## src/sv/dawl_pkg.sv

```systemverilog
// ----------------------------------------------------------------------------
// dawl_pkg
// shared constants and controller/datapath interface types for the
// direction-aware window low-pass filter
// ----------------------------------------------------------------------------
package dawl_pkg;

    localparam int WINDOW  = 8;
    localparam int PTR_W   = $clog2(WINDOW);
    localparam int CNT_W   = $clog2(WINDOW + 1);
    localparam int DATA_W  = 32;
    localparam int FACT_W  = 17;
    localparam int STEP_W  = DATA_W + 1;
    localparam int MUL_W   = STEP_W + FACT_W + 1;
    localparam int FRAC_W  = 16;
    localparam int IDX_W   = 1;

    localparam logic [FACT_W-1:0] ONE_Q16      = 17'd65536;
    localparam logic [FACT_W-1:0] SMOOTH_RESET = 17'd19661;
    localparam logic [FACT_W-1:0] TREND_RESET  = 17'd52429;

    // configuration register indexes
    localparam logic [IDX_W-1:0] REG_SMOOTH = 1'b0;
    localparam logic [IDX_W-1:0] REG_TREND  = 1'b1;

    // input op codes
    localparam logic OP_PUSH  = 1'b0;
    localparam logic OP_CLEAR = 1'b1;

    typedef struct packed {
        logic push;
        logic clear;
        logic rd_en;
        logic old_cap;
        logic mul_lp;
        logic mul_run;
        logic add;
        logic first_cap;
        logic out_load;
    } dawl_cmd_t;

    typedef struct packed {
        logic will_fill;
    } dawl_status_t;

endpackage

```

## src/sv/dawl_ctrl.sv

```systemverilog
// ----------------------------------------------------------------------------
// dawl_ctrl
// sequencer for the window filter: low-pass path, window refilter loop and
// result register handshake
// ----------------------------------------------------------------------------
module dawl_ctrl (
    input  logic                  aclk,
    input  logic                  aresetn,
    input  logic                  s_valid,
    input  logic                  s_op,
    output logic                  s_ready,
    output logic                  m_valid,
    input  logic                  m_ready,
    input  dawl_pkg::dawl_status_t status,
    output dawl_pkg::dawl_cmd_t    cmd
);
    import dawl_pkg::*;

    typedef enum logic [2:0] {
        ST_IDLE,
        ST_LP_MUL,
        ST_LP_ADD,
        ST_RD_OLD,
        ST_RD_NXT,
        ST_RUN_MUL,
        ST_RUN_ADD,
        ST_DONE
    } state_t;

    state_t           state_reg, state_next;
    logic [PTR_W-1:0] iter_reg, iter_next;
    logic             m_valid_reg, m_valid_next;
    logic             last_iter;

    assign last_iter = (iter_reg == PTR_W'(WINDOW - 2));
    assign s_ready   = (state_reg == ST_IDLE);
    assign m_valid   = m_valid_reg;

    always_comb begin
        cmd        = '0;
        state_next = state_reg;
        iter_next  = iter_reg;
        case (state_reg)
            ST_IDLE: begin
                iter_next = '0;
                if (s_valid) begin
                    if (s_op == OP_CLEAR) begin
                        cmd.clear  = 1'b1;
                        state_next = ST_DONE;
                    end else begin
                        cmd.push   = 1'b1;
                        state_next = status.will_fill ? ST_RD_OLD : ST_LP_MUL;
                    end
                end
            end
            ST_LP_MUL: begin
                cmd.mul_lp = 1'b1;
                state_next = ST_LP_ADD;
            end
            ST_LP_ADD: begin
                cmd.add    = 1'b1;
                state_next = ST_DONE;
            end
            ST_RD_OLD: begin
                cmd.rd_en  = 1'b1;
                state_next = ST_RD_NXT;
            end
            ST_RD_NXT: begin
                cmd.old_cap = 1'b1;
                cmd.rd_en   = 1'b1;
                state_next  = ST_RUN_MUL;
            end
            ST_RUN_MUL: begin
                cmd.mul_run = 1'b1;
                // no fetch past the newest entry
                cmd.rd_en   = !last_iter;
                state_next  = ST_RUN_ADD;
            end
            ST_RUN_ADD: begin
                cmd.add       = 1'b1;
                cmd.first_cap = (iter_reg == '0);
                if (last_iter) begin
                    state_next = ST_DONE;
                end else begin
                    iter_next  = iter_reg + 1'b1;
                    state_next = ST_RUN_MUL;
                end
            end
            ST_DONE: begin
                if (!m_valid_reg || m_ready) begin
                    cmd.out_load = 1'b1;
                    state_next   = ST_IDLE;
                end
            end
            default: begin
                state_next = ST_IDLE;
            end
        endcase
    end

    always_comb begin
        if (cmd.out_load) begin
            m_valid_next = 1'b1;
        end else if (m_ready) begin
            m_valid_next = 1'b0;
        end else begin
            m_valid_next = m_valid_reg;
        end
    end

    always_ff @(posedge aclk) begin
        if (!aresetn) begin
            state_reg   <= ST_IDLE;
            iter_reg    <= '0;
            m_valid_reg <= 1'b0;
        end else begin
            state_reg   <= state_next;
            iter_reg    <= iter_next;
            m_valid_reg <= m_valid_next;
        end
    end

    a_load_only_when_free: assert property (@(posedge aclk) disable iff (!aresetn)
        cmd.out_load |-> (!m_valid_reg || m_ready))
        else $error("result register overwritten while still pending");

    a_one_item_at_a_time: assert property (@(posedge aclk) disable iff (!aresetn)
        (s_valid && s_ready) |=> !s_ready)
        else $error("second item taken before the first finished");

    a_mul_then_add: assert property (@(posedge aclk) disable iff (!aresetn)
        (cmd.mul_run || cmd.mul_lp) |=> cmd.add)
        else $error("blend product not followed by round stage");

    a_iter_bound: assert property (@(posedge aclk) disable iff (!aresetn)
        iter_reg <= PTR_W'(WINDOW - 2))
        else $error("refilter iteration count out of range");

endmodule

```

## src/sv/dawl_datapath.sv

```systemverilog
// ----------------------------------------------------------------------------
// dawl_datapath
// sample window, filter state, factor registers and the shared
// multiply / round / saturate blend unit
// ----------------------------------------------------------------------------
module dawl_datapath (
    input  logic                                aclk,
    input  logic                                aresetn,
    input  logic                                cfg_wr_en,
    input  logic [dawl_pkg::IDX_W-1:0]          cfg_index,
    input  logic [dawl_pkg::FACT_W-1:0]         cfg_wr_data,
    input  logic signed [dawl_pkg::DATA_W-1:0]  s_sample,
    output logic signed [dawl_pkg::DATA_W-1:0]  m_filtered,
    input  dawl_pkg::dawl_cmd_t                 cmd,
    output dawl_pkg::dawl_status_t              status
);
    import dawl_pkg::*;

    logic signed [DATA_W-1:0] mem [WINDOW];

    logic [PTR_W-1:0]         wr_ptr_reg, rd_ptr_reg;
    logic [CNT_W-1:0]         fill_reg;
    logic [FACT_W-1:0]        smooth_reg, trend_reg;
    logic signed [DATA_W-1:0] cur_reg, first_reg, pfirst_reg;
    logic signed [DATA_W-1:0] rd_data_reg, prev_new_reg, sample_reg;
    logic signed [DATA_W-1:0] base_reg, filtered_reg;
    logic signed [STEP_W-1:0] last_step_reg;
    logic [1:0]               changes_reg;
    logic signed [MUL_W-1:0]  mul_reg;

    logic [FACT_W-1:0]        low_f, cfg_sat, f_sel;
    logic signed [DATA_W-1:0] a_sel, b_sel;
    logic signed [STEP_W-1:0] step, diff;
    logic signed [FACT_W:0]   f_ext;
    logic signed [MUL_W-1:0]  prod, sum;
    logic signed [MUL_W-FRAC_W-1:0] quo;
    logic signed [DATA_W-1:0] blend_out;
    logic                     flip;
    logic [1:0]               changes_next;
    logic [STEP_W-1:0]        first_diff;

    function automatic logic [PTR_W-1:0] next_ptr(input logic [PTR_W-1:0] p);
        next_ptr = (p == PTR_W'(WINDOW - 1)) ? '0 : p + 1'b1;
    endfunction

    assign status.will_fill = (fill_reg >= CNT_W'(WINDOW - 1));
    assign m_filtered       = filtered_reg;

    assign cfg_sat    = (cfg_wr_data > ONE_Q16) ? ONE_Q16 : cfg_wr_data;
    assign low_f      = ((ONE_Q16 - smooth_reg) < smooth_reg) ? (ONE_Q16 - smooth_reg)
                                                              : smooth_reg;
    assign first_diff = {first_reg[DATA_W-1], first_reg} - {pfirst_reg[DATA_W-1], pfirst_reg};

    // direction test and factor choice for one refilter step
    always_comb begin
        step = {rd_data_reg[DATA_W-1], rd_data_reg} - {cur_reg[DATA_W-1], cur_reg};
        flip = (step != '0) && (last_step_reg != '0)
            && (step[STEP_W-1] != last_step_reg[STEP_W-1]);
        changes_next = (flip && changes_reg < 2'd2) ? changes_reg + 2'd1 : changes_reg;
        if (cmd.mul_lp) begin
            a_sel = sample_reg;
            b_sel = cur_reg;
            f_sel = smooth_reg;
        end else begin
            a_sel = rd_data_reg;
            if (changes_next < 2'd2 && !flip) begin
                b_sel = cur_reg;
                f_sel = trend_reg;
            end else if (changes_next < 2'd2) begin
                b_sel = prev_new_reg;
                f_sel = smooth_reg;
            end else begin
                b_sel = cur_reg;
                f_sel = low_f;
            end
        end
    end

    // blend(a, b, f) = b + (a - b) * f / 2^16, rounded half up
    always_comb begin
        diff  = {a_sel[DATA_W-1], a_sel} - {b_sel[DATA_W-1], b_sel};
        f_ext = {1'b0, f_sel};
        prod  = diff * f_ext;
        sum   = ({{(MUL_W-DATA_W){base_reg[DATA_W-1]}}, base_reg} <<< FRAC_W)
              + mul_reg + MUL_W'(1 << (FRAC_W - 1));
        quo   = sum[MUL_W-1:FRAC_W];
        if (quo[MUL_W-FRAC_W-1:DATA_W-1] == '0
            || quo[MUL_W-FRAC_W-1:DATA_W-1] == '1) begin
            blend_out = quo[DATA_W-1:0];
        end else if (quo[MUL_W-FRAC_W-1]) begin
            blend_out = {1'b1, {(DATA_W-1){1'b0}}};
        end else begin
            blend_out = {1'b0, {(DATA_W-1){1'b1}}};
        end
    end

    // window memory
    always_ff @(posedge aclk) begin
        if (cmd.push) begin
            mem[wr_ptr_reg] <= s_sample;
        end
        if (cmd.rd_en) begin
            rd_data_reg <= mem[rd_ptr_reg];
        end
    end

    // control-side state
    always_ff @(posedge aclk) begin
        if (!aresetn) begin
            wr_ptr_reg <= '0;
            fill_reg   <= '0;
            cur_reg    <= '0;
            first_reg  <= '0;
            pfirst_reg <= '0;
            smooth_reg <= SMOOTH_RESET;
            trend_reg  <= TREND_RESET;
        end else begin
            if (cfg_wr_en) begin
                case (cfg_index)
                    REG_SMOOTH: smooth_reg <= cfg_sat;
                    REG_TREND:  trend_reg  <= cfg_sat;
                    default: ;
                endcase
            end
            if (cmd.clear) begin
                wr_ptr_reg <= '0;
                fill_reg   <= '0;
                cur_reg    <= '0;
                first_reg  <= '0;
                pfirst_reg <= '0;
            end
            if (cmd.push) begin
                wr_ptr_reg <= next_ptr(wr_ptr_reg);
                if (fill_reg < CNT_W'(WINDOW)) begin
                    fill_reg <= fill_reg + 1'b1;
                end
                // refilter run starts from the saved first value
                if (status.will_fill) begin
                    pfirst_reg <= first_reg;
                    cur_reg    <= first_reg;
                end
            end
            if (cmd.mul_lp) begin
                pfirst_reg <= cur_reg;
                first_reg  <= cur_reg;
            end
            if (cmd.add) begin
                cur_reg <= blend_out;
            end
            if (cmd.first_cap) begin
                first_reg <= blend_out;
            end
        end
    end

    // payload registers
    always_ff @(posedge aclk) begin
        if (cmd.push) begin
            sample_reg    <= s_sample;
            rd_ptr_reg    <= next_ptr(wr_ptr_reg);
            last_step_reg <= first_diff;
            changes_reg   <= 2'd0;
        end
        if (cmd.rd_en) begin
            rd_ptr_reg <= next_ptr(rd_ptr_reg);
        end
        if (cmd.old_cap) begin
            prev_new_reg <= rd_data_reg;
        end
        if (cmd.mul_lp || cmd.mul_run) begin
            mul_reg  <= prod;
            base_reg <= b_sel;
        end
        if (cmd.mul_run) begin
            changes_reg   <= changes_next;
            last_step_reg <= step;
        end
        if (cmd.add) begin
            prev_new_reg <= blend_out;
        end
        if (cmd.out_load) begin
            filtered_reg <= cur_reg;
        end
    end

    a_fill_bound: assert property (@(posedge aclk) disable iff (!aresetn)
        fill_reg <= CNT_W'(WINDOW))
        else $error("window fill count out of range");

    a_clear_zeroes: assert property (@(posedge aclk) disable iff (!aresetn)
        cmd.clear |=> (cur_reg == '0 && fill_reg == '0))
        else $error("clear did not reset filter state");

endmodule

```

## src/sv/direction_aware_window_lowpass.sv

```systemverilog
// ----------------------------------------------------------------------------
// direction_aware_window_lowpass
// direction-aware window low-pass filter on signed Q16.16 samples
// ----------------------------------------------------------------------------
// latency (accept to m_valid) and throughput differ by item: a clear, a push
//   while filling (a low-pass blend) or a push on a full window, whose
//   WINDOW-1 step refilter chain runs through the shared blend unit, each
//   step a multiply, then round and saturate; one item is taken at a time,
//   the next only once the result is loaded into the output register
// reset: aresetn synchronous active low; empties the window, zeroes the filter
//   values, loads the factor reset values; no clearing pass is needed
// ----------------------------------------------------------------------------
module direction_aware_window_lowpass (
    input  logic                                aclk,
    input  logic                                aresetn,
    // configuration write port
    input  logic                                cfg_wr_en,
    input  logic [dawl_pkg::IDX_W-1:0]          cfg_index,
    input  logic [dawl_pkg::FACT_W-1:0]         cfg_wr_data,
    // input channel
    input  logic                                s_valid,
    output logic                                s_ready,
    input  logic                                s_op,
    input  logic signed [dawl_pkg::DATA_W-1:0]  s_sample,
    // result channel
    output logic                                m_valid,
    input  logic                                m_ready,
    output logic signed [dawl_pkg::DATA_W-1:0]  m_filtered
);
    import dawl_pkg::*;

    // command and status bundles between sequencer and datapath
    dawl_cmd_t    cmd;
    dawl_status_t status;

    // sequencer: takes one transfer at a time, walks either the low-pass
    // path or the window refilter loop (a clear skips both), then parks the
    // result in the output register
    dawl_ctrl u_ctrl (
        .aclk    (aclk),
        .aresetn (aresetn),
        .s_valid (s_valid),
        .s_op    (s_op),
        .s_ready (s_ready),
        .m_valid (m_valid),
        .m_ready (m_ready),
        .status  (status),
        .cmd     (cmd)
    );

    // datapath: window memory (newest sample written on push, refilter
    // reads oldest to newest), filter state and blend unit
    dawl_datapath u_datapath (
        .aclk        (aclk),
        .aresetn     (aresetn),
        .cfg_wr_en   (cfg_wr_en),
        .cfg_index   (cfg_index),
        .cfg_wr_data (cfg_wr_data),
        .s_sample    (s_sample),
        .m_filtered  (m_filtered),
        .cmd         (cmd),
        .status      (status)
    );

    // a result transfer only follows a finished item
    a_out_after_done: assert property (@(posedge aclk) disable iff (!aresetn)
        $rose(m_valid) |-> $past(cmd.out_load))
        else $error("result shown without a finished item");

    // an accepted push or clear always issues exactly one datapath start
    a_accept_starts: assert property (@(posedge aclk) disable iff (!aresetn)
        (s_valid && s_ready) |-> $onehot({cmd.push, cmd.clear}))
        else $error("accepted transfer did not start the datapath");

    // nothing is loaded into the result register while an item is taken
    a_no_load_on_accept: assert property (@(posedge aclk) disable iff (!aresetn)
        (s_valid && s_ready) |-> !cmd.out_load)
        else $error("result load overlaps an input transfer");

endmodule

```

## config.mk

```make
export PLATFORM = sky130hd
export DESIGN_NAME = direction_aware_window_lowpass
export DESIGN_NICKNAME = d
export VERILOG_FILES = /design/src/sv/dawl_pkg.sv /design/src/sv/dawl_ctrl.sv /design/src/sv/dawl_datapath.sv /design/src/sv/direction_aware_window_lowpass.sv
export SDC_FILE = /design/constraint.sdc
export NUM_CORES = 2
export LEC_CHECK = 0
export ABC_AREA = 1
export BUFFER_PORTS_ARGS = -buffer_cell sky130_fd_sc_hd__buf_4
export CAP_MARGIN = 20
export CELL_PAD_IN_SITES_DETAIL_PLACEMENT = 1
export CELL_PAD_IN_SITES_GLOBAL_PLACEMENT = 1
export CORE_UTILIZATION = 45
export DETAILED_ROUTE_END_ITERATION = 8
export PLACE_DENSITY_LB_ADDON = 0.1
export SETUP_SLACK_MARGIN = 0.02
export SYNTH_ARGS = -nofsm -noshare
export SYNTH_HDL_FRONTEND = slang
export SYNTH_SLANG_ARGS = --single-unit
export TNS_END_PERCENT = 5
```

## constraint.sdc

```tcl
create_clock -name aclk -period 13.4 [get_ports aclk]
set_input_delay 1.34 -clock aclk [delete_from_list [all_inputs] [get_ports aclk]]
set_output_delay 1.34 -clock aclk [all_outputs]
set_load 0.02 [all_outputs]
```

==> impl_metrics.csv <==
group,metric,value,unit
run_status,outcome,"complete, no violations",
final_layout,syn_to_final_growth,9.09,%
final_layout,num-fill-cells,14025,
clocking,cts_buffer_depth,3,
yosys,synth-edff-count,490,
floorplanning,die_w,348,um
critical_path,crit_path_max_fanout,26,
clocking,insertion_delay,0.67,ns
yosys,synth_area_leaders,"edfxtp_1 (27%), fa_1 (20%), inv_1 (8.2%)",
sta,report.final.hold_viol_count,0,
final_layout,multi_input_area,30900,sq um
critical_path,startpoint,"u_datapath.rd_data_reg[0]",
sta,rsz0062_at_grt,"no",
critical_path,timing.rr.start,"u_datapath.rd_data_reg[0]",
critical_path,worstSetupPathType,"register to register",
clocking,post_cts_resized,0,
sta,hold_ws,0.449,ns
grt,grt_start_max_net_pins,83,
yosys,yosys-top-cells-count,"inv_1 (1,177), nand2_1 (1,029), nor2_1 (717)",
yosys,synthCells,6345,
critical_path,r2r_cells,50,
yosys,ys_ff_latch,634,
yosys,yosysWarnings,0,
grt,track_usage,33.7,%
routing,drt_iter0_drc,4496,
routing,drtAntennaViolNets,0,
sta,slew-limit-headroom,27.3,%
yosys,syn_avg_cell_area,8.50,sq um
floorplanning,io_pins,90,
routing,post_drt_via_cell_ratio,5.69,
final_layout,register_area,17600,sq um
floorplanning,die_area,121000,sq um
sta,maxSlewViolCount,0,
yosys,synth_top_family_by_area,"adder cells",
yosys,synth_area_leader_cell,"edfxtp_1",
grt,grt_pass1_wl,303000,um
routing,dr.pass1.iters,6,
sta,fin_crit_sh,94.5,%
sta,tns,0,ns
floorplanning,initial_utilization,45.6,%
floorplanning,num_rows,126,
yosys,yosysUniqueCellTypes,62,
sta,fin_ws,0.736,ns
critical_path,worstPathRequired,13.75,ns
placement,routabilityCongestion,0.984,
yosys,synth_area,54000,sq um
placement,io_buffers,89,
yosys,syn_nets,7203,
critical_path,crit_top_cell,"inv_1",
final_layout,drive_gt1_share,6.78,%
clocking,root_buffer,"clkbuf_16",
yosys,synth-compound-area-share,10.0,%
sta,tightest_slew,1.09,ns
routing,drc,0,
sta,min_period,12.66,ns
final_layout,largest_reg_flops,256,
critical_path,worst_setup_path_end_kind,"register",
clocking,cts_setup_buffers,0,
placement,dp_hpwl,158000,um
routing,routed_wl,204000,um
routing,wl_per_cell,25.4,um
sta,setup_violations,0,
clocking,htree_levels,3,
grt,grt_pass1_vias,47080,
floorplanning,die_h,348,um
final_layout,layout.nets,7247,
yosys,synthAdderAreaFrac,26.1,%
grt,grt_remaining_overflow,0,
yosys,synth_top_flop_cell,"edfxtp_1",
sta,final.setup_skew,0.0597,ns
yosys,synth_top_area_share,27.3,%
routing,vias,45733,
clocking,numCtsBuffers,70,
critical_path,critPathSlowestCell,"o21ai_0",
clocking,cts_sinks,634,
yosys,synth_simple_gate_area_share,18.7,%
hold_path,hold_path.class,"register to register",
yosys,synth_xor_area_share,2.14,%
critical_path,crit_arrival,13.02,ns
yosys,synthMuxAreaShare,0.0371,%
job,max_cap_violations,0,
critical_path,rr_endpoint,"u_datapath.mul_reg[42]",
yosys,async_flop_share,0,%
critical_path,max_stage_delay,0.81,ns
critical_path,cp-endpoint,"u_datapath.mul_reg[42]",
sta,timing.fmax,79.0,MHz
clocking,clk_pin_slew,0.07,ns
clocking,cts_tree,"done",
clocking,hold_buffers,0,
yosys,yosysMostFrequentCell,"inv_1",
placement,place_ws,0.916,ns
critical_path,cp-start-kind,"register",
critical_path,regToRegSetupSlack,0.74,ns
grt,antenna_found_initial,6,
yosys,seq_area_frac_synth,32.6,%
floorplanning,core,118000,sq um
[placed cells by master (no fill, tap or decap), types with 8 or more instances in the layout]
cell          n
nor2_2       17
xor2_1       77
clkbuf_1     21
a31oi_1      74
o21bai_1     11
nor2_1      705
nand4_1      22
or2_2        17
dfxtp_1     144
a21oi_1     330
nand3_2      15
inv_2        13
nand2_4       8
nand3_1     450
nand2_1    1027
o211ai_1     19
xnor2_1      51
ha_1        264
clkinv_2     11
clkinv_1     12
o22ai_1      95
inv_1      1174
nor2_4       12
nand2_2      14
edfxtp_1    490
o21ai_1      10
nor3_2        9
o21a_1       21
buf_4       202
clkbuf_16    70
nor4_1       22
o21ai_0     368
fa_1        538
nor3_1       26
[final cells by class]
class / count / area share, %
diodes: 2 / 0.00850
clock buffers: 96 / 3.23
clock inverters: 29 / 0.684
inverters: 1196 / 7.63
multi-input cells: 4283 / 52.5
flip-flops and latches: 634 / 29.9
well taps: 1600 / 3.40
repair buffers: 204 / 2.65
[logic make-up after synthesis]
group | Yosys count
compound gates | 980
xor+xnor | 131
mux | 2
buf+inv | 1428
fa+ha+maj | 802
flops | 634
simple gates | 2368
[critical path: cells and delay by family (launching register included)]
| kind | cells | cell delay, ns |
|---|---|---|
| AO/OA/AOI/OAI | 12 | 3.13 |
| buffers and inverters | 12 | 1.32 |
| XOR/XNOR | 3 | 1.05 |
| flip-flops | 1 | 0.40 |
| AND/OR/NAND/NOR | 13 | 1.90 |
| adder cells (fa/ha/maj) | 10 | 4.55 |
[through the flow]
step	utilization (%)	std cells	area, sq um
after floorplan	-	6345	54000
after global placement	47.7	7915	56500
after detailed placement	47.7	7915	56500
after CTS	49.7	8040	58800
after global routing	49.7	8042	58900
final	49.7	8044	58900
[layer usage]
layer / vias up / global-route usage [%] / share of wire [%]
li1: 20463 / - / -
met1: 23247 / 49.5 / 46
met2: 1750 / 50.2 / 43
met3: 267 / 7.20 / 8.9
met4: 6 / 8.70 / 2.8
met5: - / 0 / 0.022
[worst min-delay path by stage]
stage / start / endpoint / slack (ns) / cells after the start
2_1_floorplan: u_datapath.cur_reg[10] / u_datapath.m_filtered[10] / 0.43 / 0
3_3_place_gp: u_datapath.cur_reg[14] / u_datapath.m_filtered[14] / 0.43 / 0
3_5_place_dp: u_datapath.cur_reg[19] / u_datapath.m_filtered[19] / 0.44 / 0
4_1_cts: u_datapath.cur_reg[11] / u_datapath.m_filtered[11] / 0.45 / 0
5_1_grt: u_datapath.cur_reg[19] / u_datapath.m_filtered[19] / 0.46 / 0
6_report: u_datapath.cur_reg[11] / u_datapath.m_filtered[11] / 0.45 / 0
Power is not shown: default switching activity piles up to over one toggle a cycle in this logic, so the estimate is an artifact.
